**config.mk**
```make
export PLATFORM = sky130hd
export DESIGN_NAME = stuffed_varint_decoder
export DESIGN_NICKNAME = d
export VERILOG_FILES = /design/src/rtl/svd_pkg.sv /design/src/rtl/svd_core.sv /design/src/rtl/svd_out.sv /design/src/rtl/stuffed_varint_decoder.sv
export SDC_FILE = /design/constraint.sdc
export NUM_CORES = 1
export LEC_CHECK = 0
export ABC_AREA = 1
export CELL_PAD_IN_SITES_DETAIL_PLACEMENT = 0
export CELL_PAD_IN_SITES_GLOBAL_PLACEMENT = 1
export CORE_MARGIN = 3
export CORE_UTILIZATION = 40
export DETAILED_ROUTE_END_ITERATION = 10
export DONT_BUFFER_PORTS = 1
export HOLD_SLACK_MARGIN = 0.05
export PLACE_DENSITY_LB_ADDON = 0.3
export SETUP_SLACK_MARGIN = 0.1
export SKIP_CTS_REPAIR_TIMING = 1
export SLEW_MARGIN = 20
export SYNTH_ARGS = -nofsm -noshare
export SYNTH_HDL_FRONTEND = slang
export SYNTH_SLANG_ARGS = --single-unit
```
**constraint.sdc**
```tcl
create_clock -name clock -period 3.5 [get_ports clock]
set_input_delay 0.7 -clock clock [delete_from_list [all_inputs] [get_ports clock]]
set_output_delay 0.7 -clock clock [all_outputs]
set_load 0.01 [all_outputs]
```
**src/rtl/svd_pkg.sv**
```systemverilog
// Shared types and constants for the bit-stuffed varint decoder.
// No dependencies; used by every module of the block.
package svd_pkg;

   // Fixed widths of the result fields and the run counter
   localparam int VAL_W = 64;
   localparam int CNT_W = 7;
   localparam int RUN_W = 4;

   // Run limit after reset, and the smallest run limit that takes effect
   localparam logic [RUN_W-1:0] RUN_LIMIT_RESET = 4'd3;
   localparam logic [RUN_W-1:0] RUN_LIMIT_MIN = 4'd2;

   // One decoded number
   typedef struct packed {
      logic overflow;
      logic [CNT_W-1:0] data_bits;
      logic [VAL_W-1:0] value;
   } result_type;

endpackage

```
**src/rtl/svd_core.sv**
```systemverilog
// Input register and decode state for the bit-stuffed varint decoder.
// Depends on svd_pkg; feeds one result item at a time to svd_out.
module svd_core #(
   parameter int VALUE_WIDTH = 64
) (
   input  logic clock,
   input  logic reset,
   input  logic req_tvalid,
   output logic req_tready,
   input  logic code_bit,
   input  logic [svd_pkg::RUN_W-1:0] run_limit,
   input  logic slot_open,
   output logic res_valid,
   output svd_pkg::result_type res
);
   import svd_pkg::*;

   localparam int IDX_W = (VALUE_WIDTH > 1) ? $clog2(VALUE_WIDTH) : 1;

   // Input register
   logic in_valid_ff, in_valid_in;
   logic in_bit_ff;

   // Decode state
   logic [VALUE_WIDTH-1:0] acc_ff, acc_in;
   logic [CNT_W-1:0] bit_count_ff, bit_count_in;
   logic [RUN_W-1:0] run_count_ff, run_count_in;
   logic last_bit_ff, last_bit_in;
   logic expect_stuff_ff, expect_stuff_in;
   logic overflow_ff, overflow_in;

   logic emit;
   logic fire;
   logic [RUN_W-1:0] limit;
   logic [RUN_W-1:0] run_next;
   logic [VAL_W-1:0] fill;

   // Terminator: a control bit equal to the current run
   assign emit = expect_stuff_ff && (in_bit_ff == last_bit_ff);
   // Advance the held item unless its result has nowhere to go
   assign fire = in_valid_ff && (!emit || slot_open);
   assign req_tready = !in_valid_ff || fire;
   assign res_valid = fire && emit;

   assign limit = (run_limit < RUN_LIMIT_MIN) ? RUN_LIMIT_MIN : run_limit;
   assign run_next = run_count_ff + 1'b1;

   // Build the result: fill bits above the data with the terminator polarity
   assign fill = last_bit_ff ? ({VAL_W{1'b1}} << bit_count_ff) : '0;
   assign res.value = VAL_W'(acc_ff) | fill;
   assign res.data_bits = bit_count_ff;
   assign res.overflow = overflow_ff;

   always_comb begin
      in_valid_in = (in_valid_ff && !fire) || (req_tvalid && req_tready);
      acc_in = acc_ff;
      bit_count_in = bit_count_ff;
      run_count_in = run_count_ff;
      last_bit_in = last_bit_ff;
      expect_stuff_in = expect_stuff_ff;
      overflow_in = overflow_ff;
      if (fire) begin
         if (expect_stuff_ff) begin
            if (emit) begin
               // clear all decoding state after the terminator
               acc_in = '0;
               bit_count_in = '0;
               run_count_in = '0;
               last_bit_in = 1'b0;
               expect_stuff_in = 1'b0;
               overflow_in = 1'b0;
            end else begin
               // drop the stuffed bit and start a new run
               last_bit_in = in_bit_ff;
               run_count_in = RUN_W'(1);
               expect_stuff_in = 1'b0;
            end
         end else begin
            // keep the data bit, or drop it once the value is full
            if (bit_count_ff < CNT_W'(VALUE_WIDTH)) begin
               acc_in[bit_count_ff[IDX_W-1:0]] = acc_ff[bit_count_ff[IDX_W-1:0]] | in_bit_ff;
               bit_count_in = bit_count_ff + 1'b1;
            end else begin
               overflow_in = 1'b1;
            end
            // track the run of equal bits
            if (in_bit_ff != last_bit_ff) begin
               last_bit_in = in_bit_ff;
               run_count_in = RUN_W'(1);
            end else begin
               run_count_in = run_next;
               if (run_next == limit) begin
                  expect_stuff_in = 1'b1;
               end
            end
         end
      end
   end

   always_ff @(posedge clock) begin
      if (reset) begin
         in_valid_ff <= 1'b0;
         acc_ff <= '0;
         bit_count_ff <= '0;
         run_count_ff <= '0;
         last_bit_ff <= 1'b0;
         expect_stuff_ff <= 1'b0;
         overflow_ff <= 1'b0;
      end else begin
         in_valid_ff <= in_valid_in;
         acc_ff <= acc_in;
         bit_count_ff <= bit_count_in;
         run_count_ff <= run_count_in;
         last_bit_ff <= last_bit_in;
         expect_stuff_ff <= expect_stuff_in;
         overflow_ff <= overflow_in;
      end
   end

   // Capture the incoming bit when the item is accepted
   always_ff @(posedge clock) begin
      if (req_tvalid && req_tready) begin
         in_bit_ff <= code_bit;
      end
   end

endmodule

```
**src/rtl/svd_out.sv**
```systemverilog
// Result register of the bit-stuffed varint decoder.
// Depends on svd_pkg; holds one decoded item until the sink takes it.
module svd_out (
   input  logic clock,
   input  logic reset,
   input  logic res_valid,
   input  svd_pkg::result_type res,
   output logic slot_open,
   output logic rsp_tvalid,
   input  logic rsp_tready,
   output svd_pkg::result_type rsp_res
);
   import svd_pkg::*;

   logic out_valid_ff, out_valid_in;
   result_type out_data_ff;

   // Slot is free when empty or being emptied this cycle
   assign slot_open = !out_valid_ff || rsp_tready;
   assign rsp_tvalid = out_valid_ff;
   assign rsp_res = out_data_ff;

   always_comb begin
      out_valid_in = out_valid_ff;
      if (res_valid) begin
         out_valid_in = 1'b1;
      end else if (rsp_tready) begin
         out_valid_in = 1'b0;
      end
   end

   always_ff @(posedge clock) begin
      if (reset) begin
         out_valid_ff <= 1'b0;
      end else begin
         out_valid_ff <= out_valid_in;
      end
   end

   // Load a new result item
   always_ff @(posedge clock) begin
      if (res_valid) begin
         out_data_ff <= res;
      end
   end

endmodule

```
**src/rtl/stuffed_varint_decoder.sv**
```systemverilog
// Bit-stuffed signed varint decoder, top level.
// Depends on svd_pkg, svd_core and svd_out.
//
// Takes one code bit per item, least significant first. After run_limit equal
// bits the next bit is a control bit: an opposite bit is stuffed and dropped,
// an equal bit terminates the number and produces one result item holding the
// value (upper bits filled with the terminator polarity), the count of data
// bits and a sticky overflow flag. One item is taken every clock unless the
// input stalls; each item passes an input register and, if it terminates a
// number, a result register, so a result item is offered once its terminator
// bit has left the input register. The input stalls only when a terminator
// meets a full result register that is not being read in the same cycle.
// Write run_limit only while no item is in flight; values 0 and 1 act as 2.
module stuffed_varint_decoder #(
   parameter int VALUE_WIDTH = 64
) (
   input  logic clock,
   input  logic reset,
   input  logic req_tvalid,
   output logic req_tready,
   input  logic [7:0] req_tdata,   // [0] code_bit, [7:1] zero
   output logic rsp_tvalid,
   input  logic rsp_tready,
   output logic [71:0] rsp_tdata,  // [63:0] value, [70:64] data_bits, [71] overflow
   input  logic csr_wr_en,
   input  logic [3:0] csr_wr_data  // run_limit
);
   import svd_pkg::*;

   logic [RUN_W-1:0] run_limit_ff;
   logic slot_open;
   logic res_valid;
   result_type res;
   result_type rsp_res;

   // Hold the run limit register
   always_ff @(posedge clock) begin
      if (reset) begin
         run_limit_ff <= RUN_LIMIT_RESET;
      end else if (csr_wr_en) begin
         run_limit_ff <= csr_wr_data;
      end
   end

   svd_core #(
      .VALUE_WIDTH(VALUE_WIDTH)
   ) u_core (
      .clock(clock),
      .reset(reset),
      .req_tvalid(req_tvalid),
      .req_tready(req_tready),
      .code_bit(req_tdata[0]),
      .run_limit(run_limit_ff),
      .slot_open(slot_open),
      .res_valid(res_valid),
      .res(res)
   );

   svd_out u_out (
      .clock(clock),
      .reset(reset),
      .res_valid(res_valid),
      .res(res),
      .slot_open(slot_open),
      .rsp_tvalid(rsp_tvalid),
      .rsp_tready(rsp_tready),
      .rsp_res(rsp_res)
   );

   // Pack the result fields, value in the lowest bits
   assign rsp_tdata = {rsp_res.overflow, rsp_res.data_bits, rsp_res.value};

endmodule

```
# ---- After elaboration in Yosys (flattened, before gate mapping)
# Cells that the tools add are included.
dict set report op_classes {
  div_mod_pow 0
  n_eq_ne 5
  mux 27
  n_reduce_logical 20
  n_lt_le_gt_ge 4
  n_mul 0
  n_addsub 2
  bitwise 2
  n_shift 1
}
# operator n
set op_table {}
lappend op_table {{2-to-1 mux 64 bit} 4}
lappend op_table {{bitwise mux 64 bit} 1}
lappend op_table {{bitwise OR 64 bit} 1}
lappend op_table {{<< shifter 64 x 7 -> 64 bit (first input constant)} 1}
lappend op_table {{2-to-1 mux 7 bit} 3}
lappend op_table {{2-to-1 mux 1 bit} 14}
lappend op_table {{2-to-1 mux 4 bit} 3}
lappend op_table {{adder 7 x 1 -> 7 bit (second input constant)} 1}
lappend op_table {{less-than comparator 6 x 7 -> 1 bit (second input constant)} 1}
lappend op_table {{less-than comparator 7 bit (second input constant)} 1}
lappend op_table {{binary-select mux 1 bit (select 6 bit)} 1}
lappend op_table {{demux 1 bit (select 6 bit)} 1}
lappend op_table {{greater-or-equal comparator 6 x 1 -> 1 bit (second input constant)} 1}
lappend op_table {{logical AND 1 bit} 6}
lappend op_table {{AND reduction 3 bit} 2}
lappend op_table {{nonzero test 2 bit} 3}
lappend op_table {{adder 4 x 1 -> 4 bit (second input constant)} 1}
lappend op_table {{== test 4 bit} 1}
lappend op_table {{logical NOT 1 bit} 4}
lappend op_table {{logical OR 1 bit} 4}
lappend op_table {{less-than comparator 4 x 2 -> 1 bit (second input constant)} 1}
lappend op_table {{!= test 2 x 1 -> 1 bit (second input constant)} 1}
lappend op_table {{!= test 2 bit (second input constant)} 1}
lappend op_table {{AND reduction 2 bit} 1}
lappend op_table {{3 further kinds} 3}
dict set report totals {
  regBits 157
  ramBits 0
  input_bits 17
  output_inout_bits 74
  word_cells 74
  mem_count 0
  romBits 0
  latchBits 0
}

# ---- Depth between registers and ports, before layout
dict set report depth {
  depth_word 8
  ltp_mapped 15
  ltp_nobuf 13
}

# ---- By module
# From an unflattened synthesis, not the netlist that was laid out.
dict set report hier_totals {
  hier_cells 1017
  hier_area_um2 7827.5
}
# mod instances seq_area_each_um2 area_per_inst_um2 cells_per_inst
set by_module_without_submodules {}
lappend by_module_without_submodules {svd_core 1 1611.5 5472.7 918}
lappend by_module_without_submodules {svd_out 1 2182.1 2204.6 77}
lappend by_module_without_submodules {stuffed_varint_decoder 1 80.1 150.1 22}

# ---- Worst setup path before layout
# Ideal clock, no wire load.
dict set report synth_timing {
  path_type {in2reg}
  from {in rsp_tready}
  to {reg u_core.acc_ff[2]}
  setup_time_ns 0.132
  path_slack_ns 0.714
  n_path_buf 1
  path_stages 8
  arrival_time_ns 2.653
  required_ns 3.368
  cell_sequence {nor2_1 -> nand2_2 -> nand2_4 -> nor2_4 -> inv_1 -> clkbuf_1 -> nand3_1 -> a21oi_1}
}
dict set report synth_between {
  elab_chain_len 4
}
# item line
set synth_rtl {}
lappend synth_rtl {{start: declaration} stuffed_varint_decoder.sv:23} ;# input logic rsp_tready,
lappend synth_rtl {{logical OR 1 bit} svd_out.sv:19} ;# assign slot_open = !out_valid_ff || rsp_tready;
lappend synth_rtl {{logical OR 1 bit} svd_core.sv:41} ;# assign fire = in_valid_ff && (!emit || slot_open);
lappend synth_rtl {{logical AND 1 bit} svd_core.sv:41}
lappend synth_rtl {{AND reduction 3 bit (no line)} --}
lappend synth_rtl {{end signal: assignment} svd_core.sv:111} ;# acc_ff <= acc_in;
lappend synth_rtl {{end: declaration} svd_core.sv:25} ;# logic [VALUE_WIDTH-1:0] acc_ff, acc_in;
# Every way passes these cells.
# A chain may end at the register's enable or synchronous reset.

# ---- Final worst setup path
dict set report layout_timing {
  from {reg u_core.bit_count_ff[1]}
  to {reg u_core.acc_ff[61]}
}
dict set report layout_between {
  elab_chain_len 7
  word_cells_on_any_way 14
  classes_between {order compare (3); mux (7); bitwise (1); reduce/logical (3)}
}
# item line
set layout_rtl {}
lappend layout_rtl {{start: declaration} svd_core.sv:26} ;# logic [CNT_W-1:0] bit_count_ff, bit_count_in;
lappend layout_rtl {{start signal: assignment} svd_core.sv:112} ;# bit_count_ff <= bit_count_in;
lappend layout_rtl {{less-than comparator 6 x 7 -> 1 bit (not written as such) / greater-or-equal comparator 6 x 1 -> 1 bit (equally long branches)} svd_core.sv:81} ;# acc_in[bit_count_ff[IDX_W-1:0]] = acc_ff[bit_count_ff[IDX_W-1:0]] | in_bit_ff;
lappend layout_rtl {{logical AND 1 bit (not written as such)} svd_core.sv:81}
lappend layout_rtl {{2-to-1 mux 1 bit (not written as such)} svd_core.sv:81}
lappend layout_rtl {{demux 1 bit (select 6 bit)} --}
lappend layout_rtl {{bitwise mux 64 bit} svd_core.sv:81}
lappend layout_rtl {{2-to-1 mux 64 bit} svd_core.sv:80} ;# if (bit_count_ff < CNT_W'(VALUE_WIDTH)) begin
lappend layout_rtl {{2-to-1 mux 64 bit} svd_core.sv:63} ;# if (expect_stuff_ff) begin
# Several ways; a longest one is shown, not always the timed one. The select of a mux whose other input is x is not followed.

==> impl_metrics.py <==
metrics = {
    "outcome": {
        "run_status": "completed",
    },
    "layout": {
        "final_nets": 959,
        "final_util_pct": 46.0,
        "n_fill_cell": 1889,
        "fin_area_mm2": 0.00869,
        "drive_gt1_share_pct": 8.86,
        "syn_to_final_growth_pct": 12.1,
        "multiInputGateArea_mm2": 0.00328,
        "seq_area_mm2": 0.00387,
        "diodes": 0,
    },
    "global_routing": {
        "grt_first_pass_wirelength_mm": 36.7,
        "first_global_vias": 6026,
        "grt_use_total_pct": 22.6,
        "grt_antenna_before_repair": 0,
        "overflow": 0,
        "grt_start_max_net_pins": 50,
    },
    "sta": {
        "fin_setup_tns_ps": 0,
        "setup_viol": 0,
        "finalHoldViolCount": 0,
        "hold_ws_ps": 332,
        "rsz0062_at_grt": "no",
        "tightest_slew_ps": 901,
        "relSlewSlack_pct": 39.3,
        "min_period_ps": 2640,
        "skew_ps": 9.81,
        "fin_crit_sh_pct": 75.5,
        "max_freq_mhz": 378,
        "slew_viol_final": 0,
    },
    "pwr": {
        "peakVddDrop_v": 0.000348,
        "cellLeakagePower_uw": 0.00354,
        "p_comb_share_pct": 8.1,
        "power_density_mw_per_mm2": 492,
        "p_clk_share_pct": 45.7,
        "pwr-share-seq_pct": 46.2,
        "sw_frac_of_total_pct": 24.0,
        "internal-power_uw": 3250,
        "p_sw_uw": 1030,
    },
    "placement": {
        "place_congestion": 0.856,
        "placed_cell_area_mm2": 0.00805,
        "io_buffers": 0,
        "dp_hpwl_mm": 15.8,
    },
    "worst_setup_path": {
        "critPathArrivalTime_ps": 2960,
        "reg2reg_to": "u_core.acc_ff[61]",
        "cp-end-kind": "register",
        "required_ps": 3820,
        "ff2ff_path_depth": 10,
        "reg2reg_from": "u_core.bit_count_ff[1]",
        "path_max_fanout": 29,
        "ff2ff_setup_slack_ps": 860,
        "cp-start-kind": "register",
        "worst-setup-path-type": "register to register",
    },
    "detailed_routing": {
        "dr.pass1.iters": 5,
        "num_vias": 6431,
        "vias_per_cell": 5.32,
        "wirelength_mm": 23.7,
        "drt-initial-drc-count": 722,
        "drc_errors": 0,
        "antenna_left": 0,
        "routedWlPerCell_um": 19.6,
    },
    "yosys": {
        "synth_edf_count": 73,
        "ys_seq_area_share_pct": 50.0,
        "synth_area_per_cell_um2": 8.29,
        "syn_area_mm2": 0.00775,
        "synth_most_common_cell": "nand2_1",
        "yosysWarnings": 0,
        "yosys-top-cells-area": "edfxtp_1 (28%), dfxtp_1 (22%), nand2_1 (14%)",
        "ys_async_sr_fraction_pct": 0,
        "synthesis.nets": 959,
        "netlist.area_leader.share_pct": 28.3,
        "ys.flop_type": "dfxtp_1",
        "syn_inst": 935,
        "synth_cell_type_count": 39,
        "ys_ff_latch": 157,
        "yosysTopAreaCell": "edfxtp_1",
        "netlist_top_cells_count": "nand2_1 (279), nand3_1 (92), dfxtp_1 (84)",
    },
    "min_path": {
        "hp-class": "input port to register",
        "hp-start": "reset",
        "holdPathStages": 1,
        "min_to": "u_core.bit_count_ff[0]",
    },
    "cts": {
        "cts.sinks": 157,
        "clockBufferDepth": 2,
        "htreeDepth": 4,
        "cts.clk_slew.worst_paths_ps": 70,
        "clk_latency_ps": 430,
        "cts_buffers": 17,
        "cts_root_buf": "clkbuf_16",
        "cts_tree": "done",
    },
    "die": {
        "initial_core_util_pct": 41.0,
        "ios": 91,
        "dieHeight_um": 145,
        "core-area_mm2": 0.0189,
        "die_x_um": 145,
        "dieArea_mm2": 0.0211,
        "row_count": 50,
    },
    "job": {
        "drv_cap": 0,
    },
}
-- stage by stage --
| stage | instances | total power [uW] | setup WS [ps] |
|---|---|---|---|
| after floorplan | 935 | 2240 | 714 |
| after global placement | 1175 | 2360 | 684 |
| after detailed placement | 1175 | 2360 | 589 |
| after CTS | 1207 | 4300 | 565 |
| after global routing | 1208 | 4430 | 782 |
| final | 1208 | 4280 | 856 |
-- final cells by class --
| class | count | area share (%) |
|---|---|---|
| tap | 260 | 3.74 |
| inverter | 83 | 3.83 |
| sequential | 157 | 44.6 |
| clock inverter | 6 | 1.25 |
| timing repair buffer | 25 | 3.11 |
| clock buffer | 26 | 5.77 |
| multi-input combinational | 651 | 37.7 |
-- critical path, stage by stage, from the launching register on --
cell      delay [ps]
dfxtp_1          680
nor2_1           330
nand3_1          170
nand2_1           60
o21ai_0          300
nand2_1          110
nor2_1           220
nand3_4          250
buf_12           250
nand3b_1         100
nand2_1           60
-- how the worst max path moves through the flow --
stage / from / end / slack [ps] / cells after the start
floorplan: rsp_tready / u_core.acc_ff[2] / 710 / 8
global placement: u_core.in_bit_ff / u_out.rsp_res[18] / 680 / 6
detailed placement: u_core.in_bit_ff / u_out.rsp_res[7] / 590 / 6
CTS: u_core.in_bit_ff / u_out.rsp_res[7] / 560 / 6
global route: u_core.bit_count_ff[2] / u_core.acc_ff[16] / 780 / 11
finish: u_core.bit_count_ff[1] / u_core.acc_ff[61] / 860 / 10
-- cells by family (layout without fill, tap and decap cells) --
group / count (synthesis) / count (layout) / share of synthesized area, %
simple gates: 529 / 529 / 31.6
flops: 157 / 157 / 50.0
buf+inv: 127 / 140 / 7.91
compound gates: 108 / 108 / 8.49
fa+ha+maj: 7 / 7 / 1.13
xor+xnor: 7 / 7 / 0.888
-- cell usage in the layout, fill, tap and decap left out, types with 3 or more instances in the layout --
cell type / instances
dfxtp_1: 83
buf_12: 5
clkinv_2: 3
xor2_1: 4
ha_1: 7
nor2_1: 67
inv_1: 76
clkinv_4: 5
nand2_4: 7
o21ai_0: 35
nor2_2: 5
o21bai_1: 10
bufinv_16: 3
clkbuf_1: 7
o211ai_1: 22
nand2_1: 279
nor2_4: 5
nand3b_1: 55
buf_4: 19
edfxtp_1: 73
clkbuf_16: 19
o31ai_1: 3
a21oi_1: 29
nor3_1: 11
nand3_1: 92
-- power groups by stage --
| stage | logic, uW | registers (uW) | clock network (uW) |
|---|---|---|---|
| finish | 348 | 1980 | 1950 |
| detailed placement | 343 | 2020 | 0 |
| floorplan | 237 | 2010 | 0 |
| global route | 377 | 1980 | 2080 |
| CTS | 345 | 1980 | 1980 |
| global placement | 342 | 2020 | 0 |
-- state kept, by name (all words and copies together) (netlist names) --
register,flops
u_core.acc_ff,64
u_core.overflow_ff,1
u_core.in_valid_ff,1
run_limit_ff,4
u_core.in_bit_ff,1
u_out.rsp_res,72
u_core.bit_count_ff,7
u_core.expect_stuff_ff,1
u_core.last_bit_ff,1
u_core.run_count_ff,4
u_out.rsp_tvalid,1
-- metal layers --
metal  wire length, um  track usage [%]  vias to the layer above
met2             11100             35.5                      255
met4               283             5.46                        0
met1             10800             32.3                     3067
met3              1490             4.34                       19
li1                  -                -                     3090
met5                 0                0                        -
No activity file was read; power rests on OpenSTA's default activity.
